$ cat config.mk
export PLATFORM = sky130hd
export DESIGN_NAME = hbsd_front_flat
export DESIGN_NICKNAME = d
export VERILOG_FILES = /design/src/hbsd_pkg.sv /design/src/hbsd_in_if.sv /design/src/hbsd_front.sv /design/src/flat_wrapper.sv
export SDC_FILE = /design/constraint.sdc
export NUM_CORES = 1
export LEC_CHECK = 0
export BUFFER_PORTS_ARGS = -buffer_cell sky130_fd_sc_hd__buf_4
export CAP_MARGIN = 10
export CORE_MARGIN = 2
export CORE_UTILIZATION = 28
export DETAILED_ROUTE_END_ITERATION = 16
export PLACE_DENSITY_LB_ADDON = 0.15
export SYNTH_ARGS = -nofsm -noshare
export SYNTH_HDL_FRONTEND = slang
export SYNTH_SLANG_ARGS = --single-unit
export TNS_END_PERCENT = 30
$ cat constraint.sdc
create_clock -name vclk -period 0.8
set_clock_uncertainty 0.15 [all_clocks]
set_input_delay 0 -clock vclk [all_inputs]
set_output_delay 0 -clock vclk [all_outputs]
set_load 0.01 [all_outputs]
$ cat src/hbsd_pkg.sv
`default_nettype none

package hbsd_pkg;

  // Field widths fixed by the stream format.
  localparam int SYM_W  = 8;
  localparam int LEN_W  = 6;
  localparam int WORD_W = 16;
  localparam int DATA_W = 8;
  localparam int CNT_W  = 4;
  localparam int LEFT_W = 3;

  // Rows per first-level priority group in the code table.
  localparam int GROUP_SIZE = 16;
  localparam int GRP_W      = 4;

  // Depth of the command queue between front and back.
  localparam int QUEUE_DEPTH = 2;

  localparam logic [CNT_W-1:0] BYTE_BITS = 4'd8;

  // Command codes on the input channel.
  localparam logic [1:0] CMD_LOAD   = 2'd0;
  localparam logic [1:0] CMD_DECODE = 2'd1;
  localparam logic [1:0] CMD_CLEAR  = 2'd2;

  typedef enum logic [1:0] {
    OP_LOAD,
    OP_DECODE,
    OP_CLEAR
  } hbsd_op_t;

  // One classified command as it travels through the queue.
  typedef struct packed {
    hbsd_op_t              op;
    logic [SYM_W-1:0]      sym;
    logic [LEN_W-1:0]      len;
    logic [WORD_W-1:0]     word;
    logic [DATA_W-1:0]     data;
    logic [CNT_W-1:0]      count;
  } hbsd_item_t;

  // Control from the sequencer to the code table.
  typedef struct packed {
    logic                  cmp_en;
    logic                  wr_en;
    logic [SYM_W-1:0]      wr_sym;
    logic [LEN_W-1:0]      wr_len;
    logic [WORD_W-1:0]     wr_word;
  } hbsd_cam_ctl_t;

  // Outcome of one table search.
  typedef struct packed {
    logic                  hit;
    logic [SYM_W-1:0]      symbol;
  } hbsd_match_t;

endpackage

`default_nettype wire

$ cat src/hbsd_in_if.sv
`default_nettype none

interface hbsd_in_if import hbsd_pkg::*; ();
  logic              valid;
  logic              ready;
  logic [1:0]        cmd;
  logic [SYM_W-1:0]  symbol;
  logic [4:0]        code_len;
  logic [WORD_W-1:0] code_word;
  logic [DATA_W-1:0] data_byte;
  logic [CNT_W-1:0]  bit_count;

  modport source (
    output valid, cmd, symbol, code_len, code_word, data_byte, bit_count,
    input  ready
  );

  modport sink (
    input  valid, cmd, symbol, code_len, code_word, data_byte, bit_count,
    output ready
  );
endinterface

`default_nettype wire

$ cat src/hbsd_front.sv
`default_nettype none

module hbsd_front import hbsd_pkg::*; #(
  parameter int MAX_CODE_LEN = 16,
  parameter int NUM_SYMBOLS  = 256
) (
  hbsd_in_if.sink    items,
  output logic       push_valid,
  input  logic       push_ready,
  output hbsd_item_t push_item
);

  logic             keep;
  logic [LEN_W-1:0] len_ok;
  logic [WORD_W-1:0] word_mask;

  // Items are taken whenever the queue has room; those with no effect are dropped here.
  assign items.ready = push_ready;
  assign push_valid  = items.valid && keep;

  // Classify the command and normalise its fields.
  always_comb begin
    len_ok    = {1'b0, items.code_len};
    if (len_ok > LEN_W'(MAX_CODE_LEN)) begin
      len_ok = '0;
    end
    word_mask = ~({WORD_W{1'b1}} << len_ok);

    push_item.sym   = items.symbol;
    push_item.len   = len_ok;
    push_item.word  = items.code_word & word_mask;
    push_item.data  = items.data_byte;
    push_item.count = (items.bit_count > BYTE_BITS) ? BYTE_BITS : items.bit_count;
    push_item.op    = OP_CLEAR;
    keep            = 1'b0;

    case (items.cmd)
      CMD_LOAD: begin
        push_item.op = OP_LOAD;
        keep         = ({1'b0, items.symbol} < (SYM_W + 1)'(NUM_SYMBOLS));
      end
      CMD_DECODE: begin
        push_item.op = OP_DECODE;
        keep         = (items.bit_count != '0);
      end
      CMD_CLEAR: begin
        push_item.op = OP_CLEAR;
        keep         = 1'b1;
      end
      default: begin
        keep = 1'b0;
      end
    endcase
  end

endmodule

`default_nettype wire

$ cat src/flat_wrapper.sv
// flat-port wrapper written by rule: the top's interface ports become plain ports
module hbsd_front_flat import hbsd_pkg::*;
#(
  parameter int MAX_CODE_LEN = 16,
  parameter int NUM_SYMBOLS  = 256
)
  (push_valid, push_ready, push_item, items_valid, items_cmd, items_symbol, items_code_len, items_code_word, items_data_byte, items_bit_count, items_ready);
  hbsd_in_if items_i ();
  output logic push_valid;
  input  logic push_ready;
  output hbsd_item_t push_item;
  input wire logic [$bits(items_i.valid)-1:0] items_valid;
  input wire logic [$bits(items_i.cmd)-1:0] items_cmd;
  input wire logic [$bits(items_i.symbol)-1:0] items_symbol;
  input wire logic [$bits(items_i.code_len)-1:0] items_code_len;
  input wire logic [$bits(items_i.code_word)-1:0] items_code_word;
  input wire logic [$bits(items_i.data_byte)-1:0] items_data_byte;
  input wire logic [$bits(items_i.bit_count)-1:0] items_bit_count;
  output wire logic [$bits(items_i.ready)-1:0] items_ready;
  assign items_i.valid = items_valid;
  assign items_i.cmd = items_cmd;
  assign items_i.symbol = items_symbol;
  assign items_i.code_len = items_code_len;
  assign items_i.code_word = items_code_word;
  assign items_i.data_byte = items_data_byte;
  assign items_i.bit_count = items_bit_count;
  assign items_ready = items_i.ready;
  hbsd_front #(.MAX_CODE_LEN(MAX_CODE_LEN), .NUM_SYMBOLS(NUM_SYMBOLS)) u_core (.items(items_i), .push_valid(push_valid), .push_ready(push_ready), .push_item(push_item));
endmodule
**Word level (Yosys, flattened, before mapping)**

Index checks and enable logic that the tools add are counted.

- Bits in registers: 0
- Output and inout bits: 46
- Logic and storage cells: 15

- $lt $le $gt $ge: 2
- Eq/ne operators: 2
- Shifts and indexed selects: 1
- Muxes and demuxes: 4
- Bitwise gates (word level): 2
- Reduce and logical (&&, ||, !) cells: 4

Operator list:

| operator | count |
|---|---|
| bitwise AND 16 bit | 1 |
| inverter 16 bit | 1 |
| left shift 16 x 5 -> 16 bit, first input constant | 1 |
| > comparator 5 bit, second input constant | 1 |
| 2-to-1 mux 5 bit | 1 |
| > comparator 4 bit, second input constant | 1 |
| 2-to-1 mux 4 bit | 1 |
| case mux 2 bit (2 select lines) | 1 |
| nonzero test 4 bit | 1 |
| == test 2 x 1 -> 1 bit, second input constant | 1 |
| == test 2 bit, second input constant | 1 |
| zero test 2 bit | 1 |
| case mux 1 bit (2 select lines) | 1 |
| OR reduction 2 bit | 1 |
| logical AND 1 bit | 1 |

**Logic depth before layout (Yosys ltp)**

Gate-level depths: netlist of run 1.

- Depth after elaboration: 5
- Gate-level depth with buffers: 5

**Worst setup path after synthesis of run 1**

No wires, ideal clock.

- Kind: in2out
- Start point: input port items_code_len[4]
- End point: output port push_item[23] (netlist bit)
- Data arrival time: 0.758 ns
- Required time: 0.650 ns
- Path slack: -0.108 ns
- Stages: 5
- Buffers on the path: 2
- Cell sequence: buf_6 > nor2b_2 > buf_4 > nand2_1 > a21boi_0

RTL lines:

| what | line | source |
|---|---|---|
| start, declared | flat_wrapper.sv:15 | `input wire logic [$bits(items_i.code_len)-1:0] items_code_len;` |
| end, declared | flat_wrapper.sv:11 | `output hbsd_item_t push_item;` |

==> metrics.md, run 1 <==
| Metric | Value |
|---|---|
| Status | `finished, violations left` |
| Failing checks | `negative setup slack` |
| First-pass GRT wire length | `2.822 mm` |
| Worst-path maximum fanout | `5` |
| Core ar. | `1727 um^2` |
| Chip Width | `46.81 um` |
| Final wirelength | `2.002 mm` |
| Final worst setup slack | `-184.6 ps` |
| Seq/Total Area, Yosys | `0` |
| Crit path kind | `input pin to output port` |
| Cell Area, Synth | `513.0 um^2` |
| Leak pwr | `0.5799 nW` |
| Worst Setup Start Kind | `input pin` |
| Diodes inserted | `0` |
| Tmin final | `984.6 ps` |
| FILL cells | `152` |
| Die Y | `46.81 um` |
| Post-route ant nets | `0` |
| Setup violations, final | `18` |
| Nets@finish | `187` |
| Antenna violations before repair | `0` |
| Area Overhead vs Synth | `137.1%` |
| Fin. max-slew vios | `0` |
| Drt pass-1 iters | `4` |
| Max-Cap Viols | `0` |
| Pin count of the biggest net entering global routing | `12` |
| Sequential cell area | `0 um^2` |
| RSZ-0062 raised after global routing | `true` |
| Final hold vios | `0` |
| Total power | `0.6107 mW` |
| Maximum clock rate | `1016 MHz` |
| Slowest CP cell | `o31a_1` |
| Seq_cells | `0` |
| Row count | `15` |
| Mean Syn Cell Area | `6.932 um^2` |
| VDD IR max | `0.0002789 V` |
| GR Overflow Total | `0` |
| Total Routing Usage GR | `0.1688` |
| Ys Warns | `0` |
| Hold Crit Class | `input pin to output port` |
| DRT iter0 DRCs | `7` |
| Critical path arrival | `830 ps` |
| Io pins | `91` |
| CP cell instances | `buf_8, nor2b_2, buf_4, o31a_1, buf_6` |
| Clock buffer count | `0` |
| Residual DRC | `0` |
| Vias in the first global route | `661` |
| Most common cell after layout, fill and taps aside | `buf_4` |
| Avg WL per Cell | `12.13 um` |
| Slowest stage delay, CP | `290 ps` |
| Mapped Nets | `119` |
| Routability cong. | `0.7011` |
| Worst Path Required | `650 ps` |
| Power density cells | `502.2 nW/um^2` |
| Initial Util | `0.2971` |
| Synth unique cells | `29` |
| Port Buffers | `56` |
| Post-Synthesis Cells | `74` |
| Vias post-DR | `751` |
| Die area | `2191 um^2` |
| Area occupied by multi-input gates | `411.6 um^2` |
| Fin crit share | `1.231` |
| Hold slack final | `50.99 ps` |
| Worst Setup End Kind | `output port` |
| Most frequent cells in the layout | `buf_4, dlygate4sd3_1, buf_6` |
| Fraction of layout cells with a size suffix above 1 | `0.6429` |
| Via-to-Cell Ratio | `4.552` |
power breakdown:
group	switching, mW	leakage, nW	internal [mW]
Combinational	0.240	0.580	0.370
Sequential	0	0	0
Clock	0	0	0
Total	0.240	0.580	0.370
metrics by stage:
stage	setup TNS [ps]	cells	area (um^2)	utilization	worst slack (ps)
after global placement	-2898	142	885.9	0.5130	-211.5
final	-1756	165	1216	0.7043	-184.6
after global routing	-2680	165	1216	0.7043	-201.8
after CTS	-2437	162	1154	0.6681	-183.4
after floorplan	-34.62	74	536.8	-	-15.34
after detailed placement	-3032	142	885.9	0.5130	-215.6
what timing repair did:
action	4_1_cts	5_1_grt
resized for setup	20	11
endpoints found under the setup margin	18	18
pin swaps	7	4
cloned	2	1
buffers inserted	1	2
endpoints found under the hold margin	17	0
hold buffers	17	0
final cells by class:
| cell class | count | share of cell area |
|---|---|---|
| Tap cell | 25 | 0.02572 |
| Timing Repair inverter | 1 | 0.003086 |
| Multi-Input combinational cell | 51 | 0.3385 |
| Timing Repair Buffer | 87 | 0.6255 |
| Inverter | 1 | 0.007202 |
critical path, delay by kind of cell:
kind                   cells  cell delay [ps]
and+or+nand+nor            1              180
buffers and inverters      3              360
AOI/OAI and AO/OA          1              290
cell usage after synthesis, drive strengths merged:
| master | number | area (um^2) |
|---|---|---|
| buf | 22 | 170.2 |
| nor2b | 8 | 60.06 |
| a21boi | 7 | 52.55 |
| o21a | 7 | 52.55 |
| nor2 | 5 | 23.77 |
| a21oi | 3 | 15.01 |
| nand2 | 3 | 11.26 |
| and2 | 2 | 12.51 |
| clkbuf | 2 | 7.510 |
| nand3 | 2 | 22.52 |
| o21ai | 2 | 10.01 |
| a21o | 1 | 7.510 |
| a31o | 1 | 8.760 |
| and2b | 1 | 7.510 |
| conb | 1 | 3.750 |
| inv | 1 | 6.260 |
| nand3b | 1 | 7.510 |
| nand4 | 1 | 6.260 |
| nor3 | 1 | 5.000 |
| nor4 | 1 | 6.260 |
| o31a | 1 | 8.760 |
| o31ai | 1 | 7.510 |
logic make-up after synthesis:
group                  share of synthesized area
AO/OA/AOI/OAI                             0.3171
buffers and inverters                     0.3585
AND/OR/NAND/NOR                           0.3171
other                                   0.007310
per-layer routing:
layer | part of all wire | up-vias | track usage
met5 | 0 | - | 0
met4 | 0 | 0 | 0
met3 | 0.099 | 0 | 0.01154
met2 | 0.58 | 55 | 0.3616
met1 | 0.32 | 328 | 0.1862
li1 | - | 368 | -
path summary, 6_finish.rpt:
path / from / end / slack (ps) / cells after the start
worst min-delay path: items_cmd[1] / push_item[43] / 50 / 2
worst max-delay path: items_code_len[3] / push_item[16] / -180 / 5
Note: power is estimated with default switching activity, not from simulation.
==> run 2, diff against run 1 <==
- ABC_AREA: unset -> 1
- CORE_UTILIZATION: 28 -> 29
==> run 2 against run 1 <==
Net effect:
- the flow still finishes with violations (negative setup slack)
- synthesized cell count grew 28%
- die area grew 0.71%
- routed wire length grew 15%
- sequential cell count is the same
- combinational power grew 8.5%
- sequential share of layout area is the same
- count of clock-buffer cells in the layout is the same
- fmax shrank 9.2%
- global-route usage grew 0.95 points
- power grew 8.5%
==> metrics.md, run 2 <==
| Metric | Value |
|---|---|
| Most frequent cells in the layout | `buf_4, dlygate4sd3_1, inv_1` |
| Synth area leaders | `buf_4, inv_1, nor2_1, nand2_2, nand3_1` |
| Setup violations, final | `21 (+3)` |
| Tmin final | `1084 ps (+99.57 ps)` |
| GR peak layer | `met2` |
| Mapped Nets | `140 (+18%)` |
| Placed inst area | `988.4 um^2 (+12%)` |
| Fin. max-slew vios | `0 (unchanged)` |
| RSZ-0062 raised after global routing | `true` |
| Power density cells | `510.2 nW/um^2 (+1.6%)` |
| Met1 Use GR | `0.1932 (+0.006975)` |
| Slowest CP cell | `a21boi_4` |
| GR Overflow Total | `0 (unchanged)` |
| Leak pwr | `0.7246 nW (+25%)` |
| Worst Setup End Kind | `output port` |
| Final worst setup slack | `-284.1 ps (-99.57 ps)` |
| Status | `finished, violations left` |
| Port Buffers | `56 (unchanged)` |
| First-pass GRT wire length | `2.967 mm (+5.1%)` |
| Post-route ant nets | `0 (unchanged)` |
| Synth unique cells | `20 (-31%)` |
| Worst-path maximum fanout | `4 (-1)` |
| Slowest stage delay, CP | `230 ps (-60 ps)` |
| Die Y | `46.97 um (+0.35%)` |
| Fraction of layout cells with a size suffix above 1 | `0.6566 (+0.01377)` |
| Chip Width | `46.97 um (+0.35%)` |
| Nets@finish | `213 (+14%)` |
| Core ar. | `1727 um^2 (unchanged)` |
| DRT iter0 DRCs | `2 (-5)` |
| Vias in the first global route | `731 (+11%)` |
| Io pins | `91 (unchanged)` |
| Final wirelength | `2.301 mm (+15%)` |
| Avg WL per Cell | `12.05 um (-0.71%)` |
| Max-Cap Viols | `0 (unchanged)` |
| HPWL after DPL | `1.608 mm` |
| Cell Area, Synth | `535.5 um^2 (+4.4%)` |
| Total Routing Usage GR | `0.1782 (+0.009460)` |
| Fin area | `1299 um^2 (+6.8%)` |
| Mean Syn Cell Area | `5.637 um^2 (-19%)` |
| Sequential cell area | `0 um^2 (unchanged)` |
| Seq_cells | `0 (unchanged)` |
| M2 GR Usage | `0.3808 (+0.01918)` |
| Worst Path Required | `650 ps (about the same)` |
| Failing checks | `negative setup slack` |
| Crit-path leading delay family | `compound AO/OA/AOI/OAI gates` |
| Area Overhead vs Synth | `142.5%` |
| Drt pass-1 iters | `3 (-1)` |
| Post-synth top area cell | `buf_4` |
| Die area | `2206 um^2 (+0.71%)` |
| CP cell instances | `buf_8, nor2_4, nand2_4, a21boi_4, nor2_2, a21oi_2, buf_4` |
| Via-to-Cell Ratio | `4.440 (-2.5%)` |
| Hold Crit Class | `input pin to output port` |
| Most common library cells after synthesis | `buf_4, inv_1, nor2_1` |
| VDD IR max | `0.0003269 V (+17%)` |
| Most common cell after layout, fill and taps aside | `buf_4` |
| Pin count of the biggest net entering global routing | `7 (-5)` |
| Buffers & Inverters on Critical Path | `2 (-1)` |
| Fin crit share | `1.355 (+0.1245)` |
| Clock buffer count | `0 (unchanged)` |
| Post-Synthesis Cells | `95 (+28%)` |
| Setup TNS | `-4296 ps (-2539 ps)` |
| Seq/Total Area, Yosys | `0 (unchanged)` |
| FILL cells | `131 (-14%)` |
| Worst Setup Start Kind | `input pin` |
| Antenna violations before repair | `0 (unchanged)` |
| GR Util met3 | `0.01923 (+0.007692)` |
| Top-area cell type share of the netlist area | `0.2523 (-0.02571)` |
| Critical path arrival | `930 ps (+100 ps)` |
| Row count | `15 (unchanged)` |
| Vias post-DR | `848 (+13%)` |
| Routability cong. | `0.7376 (+5.2%)` |
| Final hold vios | `0 (unchanged)` |
| Maximum clock rate | `922.4 MHz (-9.2%)` |
| Residual DRC | `0 (unchanged)` |
| Total power | `0.6626 mW (+8.5%)` |
| Crit path kind | `input pin to output port` |
| Diodes inserted | `0 (unchanged)` |
| Initial Util | `0.3101 (+0.01304)` |
| Ys Warns | `0 (unchanged)` |
[run 2: per-layer routing]
metal / wire length (um) / part of all wire
met1: 755 / 0.33
met2: 1310 / 0.57
met4: 15 / 0.0065
met3: 220 / 0.096
met5: 0 / 0
[run 2: cells by family (layout without fill, tap and decap cells)]
group / after synthesis / count (layout) / synth area share
compound gates: 15 / 15 / 0.1892
buf+inv: 40 / 111 / 0.4205
other cells: 1 / 1 / 0.007003
simple gates: 39 / 39 / 0.3832
[run 2: repair_timing]
action                     4_1_cts  5_1_grt
resized for setup               19       17
setup buffers                    0        3
pin swaps                       12       14
hold buffers                    17        0
setup endpoints to repair       22       22
hold endpoints to repair        17        0
[run 2: power by group]
group / switching [mW] / internal (mW)
Combinational: 0.293 / 0.369
Sequential: 0 / 0
Clock: 0 / 0
[run 2: cell type report]
type / count / area [um^2] / area share
inverters: 19 / 71.32 / 0.05491
well taps: 25 / 31.28 / 0.02408
multi-input cells: 55 / 410.4 / 0.3160
repair buffers: 92 / 785.8 / 0.6050
[run 2: per-stage QoR]
stage / setup WS, ps / instances / hold slack (ps) / utilization
floorplan: -2.046 / 95 / -102.5 / -
global placement: -257.2 / 171 / -149.9 / 0.5725
detailed placement: -275.4 / 171 / -149.9 / 0.5725
CTS: -263.3 / 188 / 44.21 / 0.7065
global route: -326.1 / 191 / 56.26 / 0.7522
finish: -284.1 / 191 / 45.68 / 0.7522
[run 2: worst paths after layout]
path | slack, ps | end | startpoint | cells past startpoint
worst max-delay path | -280 | push_item[22] | items_code_len[3] | 7
worst min-delay path | 50 | push_item[43] | items_cmd[1] | 2
==> run 3, diff against run 2 <==
- CORE_UTILIZATION: 29 -> 31
- GPL_TIMING_DRIVEN: unset -> 0
- SLEW_MARGIN: unset -> 0
- clock period: 0.8 -> 1.35 ns (I/O delays scaled with it)
==> run 3 against run 2 <==
Net effect:
- the flow now finishes without violations
- worst setup slack improved by 510 ps
- routed wire length decreased by 27%
- cell area decreased by 15%
- critical path depth increased by 2
- utilization decreased by 9.1 points
- critical endpoint unchanged
- highest routed layer is now met3
==> metrics.md, run 3 (same netlist as run 2, synthesis figures left out) <==
| Metric | Value |
|---|---|
| Status | `finished clean` |
| Total Routing Usage GR | `0.1407 (-0.03755)` |
| Relative slew slack | `0.6674` |
| Final wirelength | `1.679 mm (-27%)` |
| Via-to-Cell Ratio | `4.297 (-3.2%)` |
| Clock buffer count | `0 (unchanged)` |
| DRT iter0 DRCs | `7 (+5)` |
| Post-route ant nets | `0 (unchanged)` |
| Setup TNS | `0 ps (+4296 ps)` |
| Slowest CP cell | `nor2_2` |
| Seq_cells | `0 (unchanged)` |
| Port Buffers | `73 (+30%)` |
| HPWL after DPL | `1.547 mm (-3.8%)` |
| Critical path arrival | `980 ps (+50 ps)` |
| Inst Count DP | `185 (+8.2%)` |
| VDD IR max | `0.0001929 V (-41%)` |
| Worst Setup Start Kind | `input pin` |
| Fin crit share | `0.8359` |
| Post-CTS Setup Bufs | `0 (unchanged)` |
| Worst Setup End Kind | `output port` |
| Chip Width | `45.56 um (-3.0%)` |
| Residual DRC | `0 (unchanged)` |
| Fraction of layout cells with a size suffix above 1 | `0.6429 (-0.01377)` |
| RSZ-0062 raised after global routing | `false` |
| CP cell instances | `buf_4, nor2_2, nand2_2, nand2_2, nand2_4, nand2_2, nand2_1, a21oi_1, buf_4` |
| Hold path cells | `2 (unchanged)` |
| Row count | `15 (unchanged)` |
| Setup violations, final | `0 (-100%)` |
| Drt pass-1 iters | `4 (+1)` |
| Final hold vios | `0 (unchanged)` |
| CTS resizes | `0 (-19)` |
| Sequential cell area | `0 um^2 (unchanged)` |
| Area Overhead vs Synth | `106.3%` |
| Io pins | `91 (unchanged)` |
| Die area | `2076 um^2 (-5.9%)` |
| Worst Tran Pin Value | `493.6 ps` |
| Highest metal used | `met3` |
| Most used cell, CP | `nand2_2` |
| Worst Path Required | `1200 ps (+550 ps)` |
| GR Overflow Total | `0 (unchanged)` |
| Diodes inserted | `0 (unchanged)` |
| Most common cell after layout, fill and taps aside | `buf_4` |
| Worst-path maximum fanout | `7 (+3)` |
| Core ar. | `1670 um^2 (-3.3%)` |
| Hold Crit Class | `input pin to output port` |
| Met2 WL | `830 um (-37%)` |
| Hold Crit Start | `items_data_byte[6]` |
| Max-Cap Viols | `0 (unchanged)` |
| Power density cells | `304.5 nW/um^2 (-40%)` |
| Pin count of the biggest net entering global routing | `11 (+4)` |
| First-pass GRT wire length | `2.332 mm (-21%)` |
| Metal3 WL | `219 um (-0.45%)` |
| Leak pwr | `0.7057 nW (-2.6%)` |
| Vias post-DR | `795 (-6.3%)` |
| Hold Path Sink | `push_item[10]` |
| Initial Util | `0.3206 (+0.01045)` |
| Most frequent cells in the layout | `buf_4, inv_1, nor2_1` |
| Fin. max-slew vios | `0 (unchanged)` |
| Routability cong. | `0.7015 (-4.9%)` |
| Final cell count without fillers | `185 (-3.1%)` |
| Hold Buf Count CTS | `0 (-17)` |
| Nets@finish | `215 (+0.94%)` |
| Avg WL per Cell | `9.076 um (-25%)` |
| Maximum clock rate | `886.2 MHz` |
| Crit path kind | `input pin to output port` |
| Die Y | `45.56 um (-3.0%)` |
| Slowest stage delay, CP | `150 ps (-80 ps)` |
| WL met1 | `628 um (-17%)` |
| Antenna violations before repair | `0 (unchanged)` |
| Tmin final | `1128 ps` |
| Vias in the first global route | `601 (-18%)` |
## run 3: worst max-delay path: cells and delay by family
kind / cells / cell delay, ps
simple gates: 6 / 560
buf+inv: 2 / 290
compound gates: 1 / 130
## run 3: worst max path at each step
stage / slack, ps / end / start / cells after the start
floorplan: 460 / push_item[20] / items_code_len[1] / 5
global placement: 210 / push_item[12] / items_code_len[1] / 6
detailed placement: 210 / push_item[12] / items_code_len[1] / 6
CTS: 210 / push_item[12] / items_code_len[1] / 6
global route: 80 / push_item[22] / items_code_len[3] / 9
finish: 220 / push_item[22] / items_code_len[1] / 9
## run 3: routing by layer
| metal | GRT usage | vias to the layer above |
|---|---|---|
| met4 | 0 | 0 |
| met5 | 0 | - |
| met1 | 0.1882 | 326 |
| met3 | 0.003968 | 0 |
| li1 | - | 416 |
| met2 | 0.2620 | 53 |
## run 3: where the power goes
| part | internal [mW] | total (mW) | switching, mW |
|---|---|---|---|
| registers | 0 | 0 | 0 |
| logic | 0.196 | 0.336 | 0.141 |
| clock network | 0 | 0 | 0 |
## run 3: area by class of cell
| class | count | area (um^2) |
|---|---|---|
| Fill cell | 168 | 565.5 |
| Timing Repair Buffer | 73 | 548.0 |
| Tap cell | 17 | 21.27 |
| Multi-Input combinational cell | 55 | 310.3 |
| Buffer | 21 | 153.9 |
| Inverter | 19 | 71.32 |
## run 3: through the flow
stage          hold slack, ps    util  setup WS [ps]  power, mW  instance area (um^2)
6_report                26.21  0.6614          221.6     0.3364                  1105
5_1_grt                 30.08  0.6614          82.94     0.3676                  1105
4_1_cts                 27.13  0.6614          209.2     0.3403                  1105
3_5_place_dp            27.08  0.6614          211.7     0.3394                  1105
3_3_place_gp            26.85  0.6614          208.7     0.3346                  1105
2_1_floorplan          -102.5       -          457.5     0.1557                 535.5
